### src/hdl/capseq_pkg.sv
// Shared types, codes and sizes of the capture readiness sequencer.
`default_nettype none

package capseq_pkg;

  localparam int unsigned VALUE_BITS    = 24;
  localparam int unsigned FILTER_BITS   = 8;
  localparam int unsigned OPCODE_BITS   = 3;
  localparam int unsigned KIND_BITS     = 3;
  localparam int unsigned NUM_FLAGS     = 4;
  localparam int unsigned APB_DATA_BITS = 32;
  localparam int unsigned APB_ADDR_BITS = 5;
  localparam int unsigned REG_IDX_BITS  = 3;
  localparam int unsigned NUM_SLOTS     = 10;
  localparam int unsigned SLOT_BITS     = $clog2(NUM_SLOTS);

  // Input opcodes.
  localparam logic [OPCODE_BITS-1:0] OP_PREPARE = 3'd0;
  localparam logic [OPCODE_BITS-1:0] OP_FILTER  = 3'd1;
  localparam logic [OPCODE_BITS-1:0] OP_TEMP    = 3'd2;
  localparam logic [OPCODE_BITS-1:0] OP_ROT     = 3'd3;
  localparam logic [OPCODE_BITS-1:0] OP_DRIFT   = 3'd4;
  localparam logic [OPCODE_BITS-1:0] OP_IDLE    = 3'd5;

  // Result kinds.
  localparam logic [KIND_BITS-1:0] KIND_BATCH    = 3'd0;
  localparam logic [KIND_BITS-1:0] KIND_SET_TEMP = 3'd1;
  localparam logic [KIND_BITS-1:0] KIND_STATE    = 3'd2;
  localparam logic [KIND_BITS-1:0] KIND_READ     = 3'd3;
  localparam logic [KIND_BITS-1:0] KIND_ROTATE   = 3'd4;
  localparam logic [KIND_BITS-1:0] KIND_DONE     = 3'd5;

  // Action codes carried in the argument of state and read results.
  localparam logic [VALUE_BITS-1:0] ACT_TEMP  = VALUE_BITS'(0);
  localparam logic [VALUE_BITS-1:0] ACT_DRIFT = VALUE_BITS'(1);
  localparam logic [VALUE_BITS-1:0] ACT_ROT   = VALUE_BITS'(2);

  // Register indexes.
  localparam logic [REG_IDX_BITS-1:0] REG_TARGET_TEMP   = 3'd0;
  localparam logic [REG_IDX_BITS-1:0] REG_MAX_TEMP_DIFF = 3'd1;
  localparam logic [REG_IDX_BITS-1:0] REG_TARGET_ROT    = 3'd2;
  localparam logic [REG_IDX_BITS-1:0] REG_ROT_THRESHOLD = 3'd3;
  localparam logic [REG_IDX_BITS-1:0] REG_RAW_ROT_ANGLE = 3'd4;
  localparam logic [REG_IDX_BITS-1:0] REG_TARGET_DRIFT  = 3'd5;
  localparam logic [REG_IDX_BITS-1:0] REG_TARGET_FILTER = 3'd6;

  // Most negative value: no rotator target set.
  localparam logic [VALUE_BITS-1:0] NO_ROTATION = {1'b1, {(VALUE_BITS-1){1'b0}}};

  typedef struct packed {
    logic [OPCODE_BITS-1:0]       opcode;
    logic                         is_light;
    logic                         enforce_temp;
    logic                         enforce_drift;
    logic                         preview;
    logic signed [VALUE_BITS-1:0] reading;
  } in_item_t;

  typedef struct packed {
    logic [KIND_BITS-1:0]         kind;
    logic signed [VALUE_BITS-1:0] argument;
    logic                         last;
  } out_item_t;

  typedef struct packed {
    logic signed [VALUE_BITS-1:0] target_temp;
    logic [VALUE_BITS-2:0]        max_temp_diff;
    logic signed [VALUE_BITS-1:0] target_rotation;
    logic [VALUE_BITS-2:0]        rotator_threshold;
    logic signed [VALUE_BITS-1:0] raw_rotator_angle;
    logic [VALUE_BITS-2:0]        target_drift;
    logic [FILTER_BITS-1:0]       target_filter;
  } cfg_t;

  typedef struct packed {
    logic                 load;
    logic                 eval;
    logic                 emit;
    logic [SLOT_BITS-1:0] slot;
  } ctrl_cmd_t;

  typedef struct packed {
    logic mask_any;
    logic slot_hit;
    logic out_free;
  } dp_status_t;

endpackage

`default_nettype wire

### src/hdl/capture_readiness_sequencer_top.sv
// A request is evaluated in the cycle after it is accepted; its results then go to
// the output register one slot at a time.
// The controller walks up to ten result slots, one per cycle unless a full slot waits
// for the output register, and takes the next request only once every result is loaded.
// Reset is asynchronous and active low: configuration returns to its defaults, all
// readiness flags are set, nothing is initialised and no completion is pending.
`default_nettype none

module capture_readiness_sequencer_top (
  input  wire logic                                clk_i,
  input  wire logic                                rst_ni,
  input  wire logic                                in_valid_i,
  output logic                                     in_ready_o,
  input  wire capseq_pkg::in_item_t                in_data_i,
  output logic                                     out_valid_o,
  input  wire logic                                out_ready_i,
  output capseq_pkg::out_item_t                    out_data_o,
  input  wire logic                                psel,
  input  wire logic                                penable,
  input  wire logic                                pwrite,
  input  wire logic [capseq_pkg::APB_ADDR_BITS-1:0] paddr,
  input  wire logic [capseq_pkg::APB_DATA_BITS-1:0] pwdata,
  output logic      [capseq_pkg::APB_DATA_BITS-1:0] prdata,
  output logic                                     pready
);

  capseq_pkg::cfg_t        cfg;
  capseq_pkg::ctrl_cmd_t   cmd;
  capseq_pkg::dp_status_t  status;

  capseq_regs u_regs (
    .clk_i   (clk_i),
    .rst_ni  (rst_ni),
    .psel    (psel),
    .penable (penable),
    .pwrite  (pwrite),
    .paddr   (paddr),
    .pwdata  (pwdata),
    .prdata  (prdata),
    .pready  (pready),
    .cfg_o   (cfg)
  );

  capseq_ctrl u_ctrl (
    .clk_i      (clk_i),
    .rst_ni     (rst_ni),
    .in_valid_i (in_valid_i),
    .in_ready_o (in_ready_o),
    .status_i   (status),
    .cmd_o      (cmd)
  );

  capseq_dp u_dp (
    .clk_i       (clk_i),
    .rst_ni      (rst_ni),
    .cfg_i       (cfg),
    .in_data_i   (in_data_i),
    .cmd_i       (cmd),
    .status_o    (status),
    .out_ready_i (out_ready_i),
    .out_valid_o (out_valid_o),
    .out_data_o  (out_data_o)
  );

endmodule

`default_nettype wire

### src/hdl/capseq_regs.sv
// APB configuration registers of the capture readiness sequencer.
`default_nettype none

module capseq_regs (
  input  wire logic                                clk_i,
  input  wire logic                                rst_ni,
  input  wire logic                                psel,
  input  wire logic                                penable,
  input  wire logic                                pwrite,
  input  wire logic [capseq_pkg::APB_ADDR_BITS-1:0] paddr,
  input  wire logic [capseq_pkg::APB_DATA_BITS-1:0] pwdata,
  output logic      [capseq_pkg::APB_DATA_BITS-1:0] prdata,
  output logic                                     pready,
  output capseq_pkg::cfg_t                         cfg_o
);

  localparam int unsigned V = capseq_pkg::VALUE_BITS;

  capseq_pkg::cfg_t                      cfg_q;
  logic [capseq_pkg::REG_IDX_BITS-1:0]   reg_idx;
  logic                                  wr_en;

  assign reg_idx = paddr[capseq_pkg::REG_IDX_BITS+1:2];
  assign wr_en   = psel && penable && pwrite;
  assign pready  = 1'b1;
  assign cfg_o   = cfg_q;

  always_ff @(posedge clk_i or negedge rst_ni) begin
    if (!rst_ni) begin
      cfg_q.target_temp       <= '0;
      cfg_q.max_temp_diff     <= (V-1)'(16);
      cfg_q.target_rotation   <= capseq_pkg::NO_ROTATION;
      cfg_q.rotator_threshold <= (V-1)'(16);
      cfg_q.raw_rotator_angle <= '0;
      cfg_q.target_drift      <= (V-1)'(32);
      cfg_q.target_filter     <= '0;
    end else if (wr_en) begin
      unique case (reg_idx)
        capseq_pkg::REG_TARGET_TEMP:   cfg_q.target_temp       <= pwdata[V-1:0];
        capseq_pkg::REG_MAX_TEMP_DIFF: cfg_q.max_temp_diff     <= pwdata[V-2:0];
        capseq_pkg::REG_TARGET_ROT:    cfg_q.target_rotation   <= pwdata[V-1:0];
        capseq_pkg::REG_ROT_THRESHOLD: cfg_q.rotator_threshold <= pwdata[V-2:0];
        capseq_pkg::REG_RAW_ROT_ANGLE: cfg_q.raw_rotator_angle <= pwdata[V-1:0];
        capseq_pkg::REG_TARGET_DRIFT:  cfg_q.target_drift      <= pwdata[V-2:0];
        capseq_pkg::REG_TARGET_FILTER:
          cfg_q.target_filter <= pwdata[capseq_pkg::FILTER_BITS-1:0];
        default: ;
      endcase
    end
  end

  always_comb begin
    unique case (reg_idx)
      capseq_pkg::REG_TARGET_TEMP:
        prdata = capseq_pkg::APB_DATA_BITS'(cfg_q.target_temp);
      capseq_pkg::REG_MAX_TEMP_DIFF:
        prdata = capseq_pkg::APB_DATA_BITS'(cfg_q.max_temp_diff);
      capseq_pkg::REG_TARGET_ROT:
        prdata = capseq_pkg::APB_DATA_BITS'(cfg_q.target_rotation);
      capseq_pkg::REG_ROT_THRESHOLD:
        prdata = capseq_pkg::APB_DATA_BITS'(cfg_q.rotator_threshold);
      capseq_pkg::REG_RAW_ROT_ANGLE:
        prdata = capseq_pkg::APB_DATA_BITS'(cfg_q.raw_rotator_angle);
      capseq_pkg::REG_TARGET_DRIFT:
        prdata = capseq_pkg::APB_DATA_BITS'(cfg_q.target_drift);
      capseq_pkg::REG_TARGET_FILTER:
        prdata = capseq_pkg::APB_DATA_BITS'(cfg_q.target_filter);
      default:
        prdata = '0;
    endcase
  end

endmodule

`default_nettype wire

### src/hdl/capseq_ctrl.sv
// Controller state machine: takes a request, has it evaluated, then walks the result slots.
`default_nettype none

module capseq_ctrl (
  input  wire logic                   clk_i,
  input  wire logic                   rst_ni,
  input  wire logic                   in_valid_i,
  output logic                        in_ready_o,
  input  wire capseq_pkg::dp_status_t status_i,
  output capseq_pkg::ctrl_cmd_t       cmd_o
);

  typedef enum logic [1:0] {
    ST_IDLE,
    ST_EVAL,
    ST_EMIT
  } state_e;

  state_e                             state_q;
  logic [capseq_pkg::SLOT_BITS-1:0]   slot_q;

  assign in_ready_o = (state_q == ST_IDLE);

  always_comb begin
    cmd_o.load = (state_q == ST_IDLE) && in_valid_i;
    cmd_o.eval = (state_q == ST_EVAL);
    cmd_o.emit = (state_q == ST_EMIT) && status_i.mask_any && status_i.slot_hit &&
                 status_i.out_free;
    cmd_o.slot = slot_q;
  end

  always_ff @(posedge clk_i or negedge rst_ni) begin
    if (!rst_ni) begin
      state_q <= ST_IDLE;
      slot_q  <= '0;
    end else begin
      unique case (state_q)
        ST_IDLE: begin
          if (in_valid_i) state_q <= ST_EVAL;
        end
        ST_EVAL: begin
          state_q <= ST_EMIT;
          slot_q  <= '0;
        end
        ST_EMIT: begin
          if (!status_i.mask_any) begin
            state_q <= ST_IDLE;
          end else if (!status_i.slot_hit || status_i.out_free) begin
            // Empty slots are skipped; a full one waits for the output register.
            slot_q <= slot_q + capseq_pkg::SLOT_BITS'(1);
          end
        end
        default: state_q <= ST_IDLE;
      endcase
    end
  end

endmodule

`default_nettype wire

### src/hdl/capseq_dp.sv
// Datapath: readiness state, threshold checks, result slot mask and output register.
`default_nettype none

module capseq_dp (
  input  wire logic                   clk_i,
  input  wire logic                   rst_ni,
  input  wire capseq_pkg::cfg_t       cfg_i,
  input  wire capseq_pkg::in_item_t   in_data_i,
  input  wire capseq_pkg::ctrl_cmd_t  cmd_i,
  output capseq_pkg::dp_status_t      status_o,
  input  wire logic                   out_ready_i,
  output logic                        out_valid_o,
  output capseq_pkg::out_item_t       out_data_o
);

  localparam int unsigned V = capseq_pkg::VALUE_BITS;
  localparam int unsigned N = capseq_pkg::NUM_SLOTS;

  // Readiness and initialised flag bits.
  localparam int unsigned F_FILTER = 0;
  localparam int unsigned F_TEMP   = 1;
  localparam int unsigned F_ROT    = 2;
  localparam int unsigned F_DRIFT  = 3;

  // Job flag bits.
  localparam int unsigned J_LIGHT  = 0;
  localparam int unsigned J_TEMP   = 1;
  localparam int unsigned J_DRIFT  = 2;

  // Result slots in the order they leave the block.
  localparam logic [capseq_pkg::SLOT_BITS-1:0] SLOT_BATCH      = 4'd0;
  localparam logic [capseq_pkg::SLOT_BITS-1:0] SLOT_SET_TEMP   = 4'd1;
  localparam logic [capseq_pkg::SLOT_BITS-1:0] SLOT_TEMP_STATE = 4'd2;
  localparam logic [capseq_pkg::SLOT_BITS-1:0] SLOT_TEMP_READ  = 4'd3;
  localparam logic [capseq_pkg::SLOT_BITS-1:0] SLOT_DRFT_STATE = 4'd4;
  localparam logic [capseq_pkg::SLOT_BITS-1:0] SLOT_DRFT_READ  = 4'd5;
  localparam logic [capseq_pkg::SLOT_BITS-1:0] SLOT_ROT_STATE  = 4'd6;
  localparam logic [capseq_pkg::SLOT_BITS-1:0] SLOT_ROTATE     = 4'd7;
  localparam logic [capseq_pkg::SLOT_BITS-1:0] SLOT_ROT_READ   = 4'd8;
  localparam logic [capseq_pkg::SLOT_BITS-1:0] SLOT_DONE       = 4'd9;

  function automatic logic [V:0] abs_diff(input logic [V-1:0] a, input logic [V-1:0] b);
    logic [V:0] d;
    d = {a[V-1], a} - {b[V-1], b};
    return d[V] ? (~d + (V+1)'(1)) : d;
  endfunction

  capseq_pkg::in_item_t                 item_q;
  capseq_pkg::out_item_t                out_q;
  logic                                 out_valid_q;
  logic                                 busy_q, busy_d;
  logic                                 pending_q, pending_d;
  logic [capseq_pkg::NUM_FLAGS-1:0]     ready_q, ready_d;
  logic [capseq_pkg::NUM_FLAGS-1:0]     init_q, init_d;
  logic [2:0]                           jf_q, jf_d;
  logic [V-1:0]                         temp_now_q, temp_now_d;
  logic [V-1:0]                         rot_now_q, rot_now_d;
  logic [V-1:0]                         drift_now_q, drift_now_d;
  logic [N-1:0]                         mask_q, mask_d;

  logic [V-1:0]                         rd;
  logic [V-1:0]                         temp_sel, rot_sel, drift_sel;
  logic                                 temp_out, rot_out, drift_ok;
  logic                                 chk;
  logic                                 out_free;
  logic                                 slot_ok;
  logic [N-1:0]                         slot_bit;
  logic [capseq_pkg::KIND_BITS-1:0]     slot_kind;
  logic [V-1:0]                         slot_arg;

  assign rd = item_q.reading;

  // A report checks its new reading, a prepare the stored one.
  assign temp_sel  = (item_q.opcode == capseq_pkg::OP_TEMP)  ? rd : temp_now_q;
  assign rot_sel   = (item_q.opcode == capseq_pkg::OP_ROT)   ? rd : rot_now_q;
  assign drift_sel = (item_q.opcode == capseq_pkg::OP_DRIFT) ? rd : drift_now_q;

  assign temp_out = abs_diff(cfg_i.target_temp, temp_sel) > {2'b00, cfg_i.max_temp_diff};
  assign rot_out  = abs_diff(rot_sel, cfg_i.target_rotation) >
                    {2'b00, cfg_i.rotator_threshold};
  assign drift_ok = drift_sel[V-1] || (drift_sel[V-2:0] <= cfg_i.target_drift);

  always_comb begin
    busy_d      = busy_q;
    pending_d   = pending_q;
    ready_d     = ready_q;
    init_d      = init_q;
    jf_d        = jf_q;
    temp_now_d  = temp_now_q;
    rot_now_d   = rot_now_q;
    drift_now_d = drift_now_q;
    mask_d      = '0;
    chk         = 1'b0;
    unique case (item_q.opcode)
      capseq_pkg::OP_PREPARE: begin
        // A repeated prepare with unchanged enforce flags is dropped while busy.
        if (!(busy_q && item_q.enforce_temp == jf_q[J_TEMP] &&
              item_q.enforce_drift == jf_q[J_DRIFT])) begin
          busy_d = 1'b1;
          jf_d   = {item_q.enforce_drift, item_q.enforce_temp, item_q.is_light};
          ready_d = '1;
          mask_d[SLOT_BATCH] = 1'b1;
          if (item_q.enforce_temp && (temp_out || !init_q[F_TEMP])) begin
            ready_d[F_TEMP]         = 1'b0;
            mask_d[SLOT_SET_TEMP]   = 1'b1;
            mask_d[SLOT_TEMP_STATE] = 1'b1;
            mask_d[SLOT_TEMP_READ]  = !init_q[F_TEMP];
          end
          if (item_q.enforce_drift && item_q.is_light &&
              !(drift_ok && init_q[F_DRIFT])) begin
            ready_d[F_DRIFT]        = 1'b0;
            mask_d[SLOT_DRFT_STATE] = 1'b1;
            mask_d[SLOT_DRFT_READ]  = !init_q[F_DRIFT];
          end
          if (cfg_i.target_rotation != capseq_pkg::NO_ROTATION &&
              (rot_out || !init_q[F_ROT])) begin
            ready_d[F_ROT]         = 1'b0;
            mask_d[SLOT_ROT_STATE] = 1'b1;
            mask_d[SLOT_ROTATE]    = 1'b1;
            mask_d[SLOT_ROT_READ]  = !init_q[F_ROT];
          end
          pending_d = 1'b0;
          chk       = 1'b1;
        end
      end
      capseq_pkg::OP_FILTER: begin
        init_d[F_FILTER] = 1'b1;
        if (rd == V'(cfg_i.target_filter)) ready_d[F_FILTER] = 1'b1;
        chk = 1'b1;
      end
      capseq_pkg::OP_TEMP: begin
        temp_now_d     = rd;
        init_d[F_TEMP] = 1'b1;
        if (!jf_q[J_TEMP] || !temp_out) ready_d[F_TEMP] = 1'b1;
        chk = 1'b1;
      end
      capseq_pkg::OP_ROT: begin
        rot_now_d     = rd;
        init_d[F_ROT] = 1'b1;
        if (!rot_out) ready_d[F_ROT] = 1'b1;
        chk = 1'b1;
      end
      capseq_pkg::OP_DRIFT: begin
        drift_now_d      = rd;
        init_d[F_DRIFT]  = 1'b1;
        ready_d[F_DRIFT] = !jf_q[J_DRIFT] || !jf_q[J_LIGHT] || drift_ok;
        chk = 1'b1;
      end
      capseq_pkg::OP_IDLE: busy_d = 1'b0;
      default: ;
    endcase
    // Completion fires once per prepare, when all four flags are up.
    if (chk && !pending_d && (&ready_d)) begin
      pending_d         = 1'b1;
      mask_d[SLOT_DONE] = 1'b1;
    end
  end

  always_comb begin
    unique case (cmd_i.slot)
      SLOT_BATCH:      begin slot_kind = capseq_pkg::KIND_BATCH;
                             slot_arg  = V'(!item_q.preview); end
      SLOT_SET_TEMP:   begin slot_kind = capseq_pkg::KIND_SET_TEMP;
                             slot_arg  = cfg_i.target_temp; end
      SLOT_TEMP_STATE: begin slot_kind = capseq_pkg::KIND_STATE;
                             slot_arg  = capseq_pkg::ACT_TEMP; end
      SLOT_TEMP_READ:  begin slot_kind = capseq_pkg::KIND_READ;
                             slot_arg  = capseq_pkg::ACT_TEMP; end
      SLOT_DRFT_STATE: begin slot_kind = capseq_pkg::KIND_STATE;
                             slot_arg  = capseq_pkg::ACT_DRIFT; end
      SLOT_DRFT_READ:  begin slot_kind = capseq_pkg::KIND_READ;
                             slot_arg  = capseq_pkg::ACT_DRIFT; end
      SLOT_ROT_STATE:  begin slot_kind = capseq_pkg::KIND_STATE;
                             slot_arg  = capseq_pkg::ACT_ROT; end
      SLOT_ROTATE:     begin slot_kind = capseq_pkg::KIND_ROTATE;
                             slot_arg  = cfg_i.raw_rotator_angle; end
      SLOT_ROT_READ:   begin slot_kind = capseq_pkg::KIND_READ;
                             slot_arg  = capseq_pkg::ACT_ROT; end
      SLOT_DONE:       begin slot_kind = capseq_pkg::KIND_DONE;
                             slot_arg  = '0; end
      default:         begin slot_kind = capseq_pkg::KIND_DONE;
                             slot_arg  = '0; end
    endcase
  end

  assign slot_ok  = (cmd_i.slot < capseq_pkg::SLOT_BITS'(N));
  assign slot_bit = slot_ok ? (N'(1) << cmd_i.slot) : '0;
  assign out_free = !out_valid_q || out_ready_i;

  assign status_o.mask_any = |mask_q;
  assign status_o.slot_hit = |(mask_q & slot_bit);
  assign status_o.out_free = out_free;

  assign out_valid_o = out_valid_q;
  assign out_data_o  = out_q;

  always_ff @(posedge clk_i) begin
    if (cmd_i.load) item_q <= in_data_i;
    if (cmd_i.emit) begin
      out_q.kind     <= slot_kind;
      out_q.argument <= slot_arg;
      out_q.last     <= ((mask_q & ~slot_bit) == '0);
    end
  end

  always_ff @(posedge clk_i or negedge rst_ni) begin
    if (!rst_ni) begin
      busy_q      <= 1'b0;
      pending_q   <= 1'b1;
      ready_q     <= '1;
      init_q      <= '0;
      jf_q        <= '0;
      temp_now_q  <= '0;
      rot_now_q   <= '0;
      drift_now_q <= '0;
      mask_q      <= '0;
      out_valid_q <= 1'b0;
    end else begin
      if (cmd_i.eval) begin
        busy_q      <= busy_d;
        pending_q   <= pending_d;
        ready_q     <= ready_d;
        init_q      <= init_d;
        jf_q        <= jf_d;
        temp_now_q  <= temp_now_d;
        rot_now_q   <= rot_now_d;
        drift_now_q <= drift_now_d;
        mask_q      <= mask_d;
      end else if (cmd_i.emit) begin
        mask_q <= mask_q & ~slot_bit;
      end
      if (cmd_i.emit) begin
        out_valid_q <= 1'b1;
      end else if (out_ready_i) begin
        out_valid_q <= 1'b0;
      end
    end
  end

  a_emit_into_free: assert property (@(posedge clk_i) disable iff (!rst_ni)
    cmd_i.emit |-> out_free)
    else $error("result loaded over one still waiting");

  a_emit_hits_slot: assert property (@(posedge clk_i) disable iff (!rst_ni)
    cmd_i.emit |-> |(mask_q & slot_bit))
    else $error("result loaded from an empty slot");

  a_eval_clean: assert property (@(posedge clk_i) disable iff (!rst_ni)
    cmd_i.eval |-> (mask_q == '0))
    else $error("new request evaluated with results still queued");

  a_done_consistent: assert property (@(posedge clk_i) disable iff (!rst_ni)
    mask_q[SLOT_DONE] |-> (pending_q && (&ready_q)))
    else $error("completion queued without all flags ready");

endmodule

`default_nettype wire
### config.mk
export PLATFORM = sky130hd
export DESIGN_NAME = capture_readiness_sequencer_top
export DESIGN_NICKNAME = d
export VERILOG_FILES = /design/src/hdl/capseq_pkg.sv /design/src/hdl/capture_readiness_sequencer_top.sv /design/src/hdl/capseq_regs.sv /design/src/hdl/capseq_ctrl.sv /design/src/hdl/capseq_dp.sv
export SDC_FILE = /design/constraint.sdc
export NUM_CORES = 1
export LEC_CHECK = 0
export ABC_AREA = 1
export BUFFER_PORTS_ARGS = -buffer_cell sky130_fd_sc_hd__buf_2
export CAP_MARGIN = 20
export CORE_MARGIN = 5
export CORE_UTILIZATION = 45
export DETAILED_ROUTE_END_ITERATION = 16
export PLACE_DENSITY = 0.69
export SLEW_MARGIN = 20
export SYNTH_ARGS = -nofsm -noshare
export SYNTH_HDL_FRONTEND = slang
export SYNTH_HIERARCHICAL = 1
export SYNTH_SLANG_ARGS = --single-unit
### constraint.sdc
create_clock -name clk_i -period 6.5 [get_ports clk_i]
set_input_delay 0.65 -clock clk_i [delete_from_list [all_inputs] [get_ports clk_i]]
set_output_delay 0.65 -clock clk_i [all_outputs]
set_load 0.005 [all_outputs]
==> metrics.md <==
| Metric | Value |
|---|---|
| Type of the worst min-delay path | in -> async |
| Yosys top cell by area | dfrtp_1 |
| Clock Latency Late Sink | 0.57 ns |
| Non-Filler Instances | 3,759 |
| WL final | 74.4 mm |
| Total power | 13.1 mW |
| I/O pin count | 138 |
| YS warnings | 6 |
| Largest cells by area after synthesis | dfrtp_1, nand2_1, edfxtp_1 |
| Status | finished, final reports clean |
| Top-area cell type share of the netlist area | 27.8% |
| Reg power frac | 23.4% |
| Critical path arrival | 6.53 ns |
| Initial Util | 45.4% |
| Largest net degree at the start of global routing | 149 |
| Crit path max-delay cell type | or4_1 |
| Net Count, Synth | 3,247 |
| # H-tree levels | 2 |
| CP endpoint kind | flip-flop |
| Clock Tree Buf Depth | 3 |
| Initial DRC count | 2,561 |
| Share of power burned in combinational logic | 60.6% |
| Root buf cell | clkbuf_16 |
| DR WL/cell | 19.8 um |
| Number of synthesized flops with an enable pin | 59 |
| Area grow syn2layout | 9.98% |
| Post-Synthesis Cell Area | 0.0217 sq mm |
| Worst-Margin Slew | 1.02 ns |
| Placed Instance Area | 0.0226 sq mm |
| Via Count | 20,810 |
| Nets | 3,311 |
| Routability cong. | 0.973 |
| Worst Skew | 0.0157 ns |
| Setup repair bufs after CTS | 0 |
| Reg2reg path depth | 31 |
| Number of diodes | 0 |
| Most common cell after layout, fill and taps aside | nand2_1 |
| DP Wirelength | 55.4 mm |
| Average cell area after synthesis | 7.11 sq um |
| Fin. max-slew vios | 0 |
| Power share of the clock group | 16.0% |
| Core ar. | 0.0477 sq mm |
| Post-route ant nets | 0 |
| Psw | 6.52 mW |
| Full die area | 0.0527 sq mm |
| Most frequent cells in the layout | nand2_1, inv_1, o21ai_0 |
| Fillers | 4,780 |
| Post-route cell area | 0.0239 sq mm |
| Worst reg2reg path startpoint | u_dp/item_q[30] |
| Placed instance count | 3,689 |
| Antenna violations before repair | 0 |
| Sum Neg Setup Slack | 0 ns |
| Predominant post-synthesis flop cell | dfrtp_1 |
| TritonRoute pass-1 iters | 5 |
| Synthesized flop and latch total | 309 |
| Pint | 6.62 mW |
| RSZ-0062 raised after global routing | no |
| Relative slew slack | 31.9% |
| Cell Rows | 80 |
| Die X | 230 um |
| Cell mode on critical path | nand2_1 |
| Sw frac | 49.6% |
| F_max | 164 MHz |
| Leakage Power | 12.5 nW |
| Worst setup path class | reg -> reg |
| Remaining global-route overflow | 0 |
| First-pass GRT wire length | 112 mm |
| PortBufs | 126 |
| Clk sinks | 309 |
| Tcrit/Tclk final | 93.9% |
| Worst path required time | 6.93 ns |
| Synth cell types | 58 |
| CTS clock-pin slew for the worst setup and hold paths | 0.06 ns |
| PD cells | 550 mW/mm^2 |
| Final critical-path required period | 6.10 ns |
| Critical path peak fanout | 19 |
| CP Launch Type | flip-flop |
| Fraction of layout cells with a size suffix above 1 | 9.16% |
| Final hold violations | 0 |
| Post-Syn Instances | 3,050 |
| DR DRC count | 0 |
| Die Y | 230 um |
| Vias in the first global route | 19,137 |
| Hold-fix buffers, CTS | 0 |
| Sequential area share after synthesis | 37.0% |
| Post-CTS sizing | 0 |
| Flop2flop setup slack | 0.40 ns |
| Via-per-instance ratio | 5.54 |
| Slowest stage delay, CP | 0.53 ns |
| R2R Path End | u_dp/mask_q[6] |
| All-Layer GR Usage | 27.2% |
| CP Launch Point | u_dp/item_q[30] |
| TritonCTS Buffers | 38 |
| Critical path depth | 31 |
| Asr flop ratio synth | 80.9% |
| Setup crit end | u_dp/mask_q[6] |
| Max Cap Viol | 0 |
| Worst VDD drop | 0.376 mV |
| # setup viols final | 0 |
| TritonCTS clock tree | done |
| Delay-heaviest family, CP | simple AND/OR/NAND/NOR gates |
| WP buf/inv | 5 |
==> sequential cells by signal, indices dropped and copies added (netlist names) <==
register / flops
u_ctrl/state_q: 2
u_dp/out_valid_o: 1
u_dp/busy_q: 1
u_dp/init_q: 3
u_dp/jf_q: 3
u_regs/cfg_o: 149
u_dp/temp_now_q: 24
u_ctrl/slot_q: 4
u_dp/rd: 24
u_dp/mask_q: 10
u_dp/drift_now_q: 24
u_dp/pending_q: 1
u_dp/item_q: 7
u_dp/rot_now_q: 24
u_dp/ready_q: 4
u_dp/out_data_o: 28
==> cells in the mapped netlist, drive strengths merged, types with 2 or more instances <==
cell     count
inv        420
buf         65
nand3      162
clkinv       3
a211oi       4
fa           2
nor4        16
o221ai       2
o21a         5
dfrtp      241
xor2        39
ha         120
a221oi       2
clkbuf      62
nand2      999
nor3        13
nor3b        2
xnor2       13
o211ai       6
o21ai      333
dfstp        9
nand3b      10
o21bai       8
o31ai        3
o2111ai      2
edfxtp      59
o22ai        2
nand4      118
a31oi       11
a22o        22
a21oi       78
and2         2
nor2       210
==> through the flow <==
| step | utilization, % | setup slack (ns) | hold slack [ns] |
|---|---|---|---|
| final | 50.0 | 0.397 | 0.110 |
| after global routing | 50.0 | 0.0262 | 0.191 |
| after CTS | 50.0 | 0.480 | 0.165 |
| after detailed placement | 47.4 | 0.511 | 0.467 |
| after global placement | 47.3 | 0.640 | 0.460 |
| after floorplan | - | 1.46 | 0.354 |
==> worst reg2reg max path, delay by kind of cell (launching register included) <==
family                   cells  cell delay (ns)
AND/OR/NAND/NOR             17             2.78
AO/OA/AOI/OAI                6             1.25
buffers and inverters        5             0.66
adder cells (fa/ha/maj)      2             0.66
flip-flops                   1             0.46
XOR/XNOR                     1             0.18
==> layout make-up <==
| cell class | instances | area, sq um | area share, % |
|---|---|---|---|
| multi-input combinational | 2191 | 11400 | 47.6 |
| sequential | 309 | 8040 | 33.7 |
| inverter | 423 | 1600 | 6.71 |
| clock buffer | 55 | 1130 | 4.72 |
| timing repair buffer | 151 | 861 | 3.61 |
| tap | 615 | 769 | 3.22 |
| clock inverter | 15 | 101 | 0.425 |
==> power groups by stage <==
stage / Combinational [mW] / Clock, mW / Sequential [mW]
after floorplan: 5.82 / 0 / 2.92
after global placement: 7.73 / 0 / 3.08
after detailed placement: 7.82 / 0 / 3.09
after CTS: 7.87 / 2.13 / 3.07
after global routing: 9.05 / 2.20 / 3.14
final: 7.96 / 2.10 / 3.08
==> metal layers <==
layer / track usage, % / vias to the layer above / wire (um)
met5: 0 / - / 0
met4: 12.5 / 0 / 3860
met3: 4.03 / 163 / 6490
met2: 42.6 / 990 / 32800
met1: 37.4 / 9624 / 31300
li1: - / 10033 / -
==> worst min-delay path by stage <==
stage | from | to | cells past startpoint
floorplan | rst_ni | u_ctrl/slot_q[0] | 0
global placement | u_dp/temp_now_q[12] | u_dp/temp_now_q[12] | 2
detailed placement | u_dp/init_q[3] | u_dp/init_q[3] | 2
CTS | rst_ni | u_regs/cfg_o[143] | 1
global route | rst_ni | u_regs/cfg_o[143] | 1
finish | rst_ni | u_regs/cfg_o[143] | 1
==> cells by family after synthesis <==
logic type,synth area share (%)
AOI/OAI and AO/OA,12.1
xor gates and xnor gates,2.10
adders and majority gates,7.10
buffers and inverters,10.7
DFF,37.0
other,0.0173
and+or+nand+nor,30.9
No activity file was read; power rests on OpenSTA's default activity.
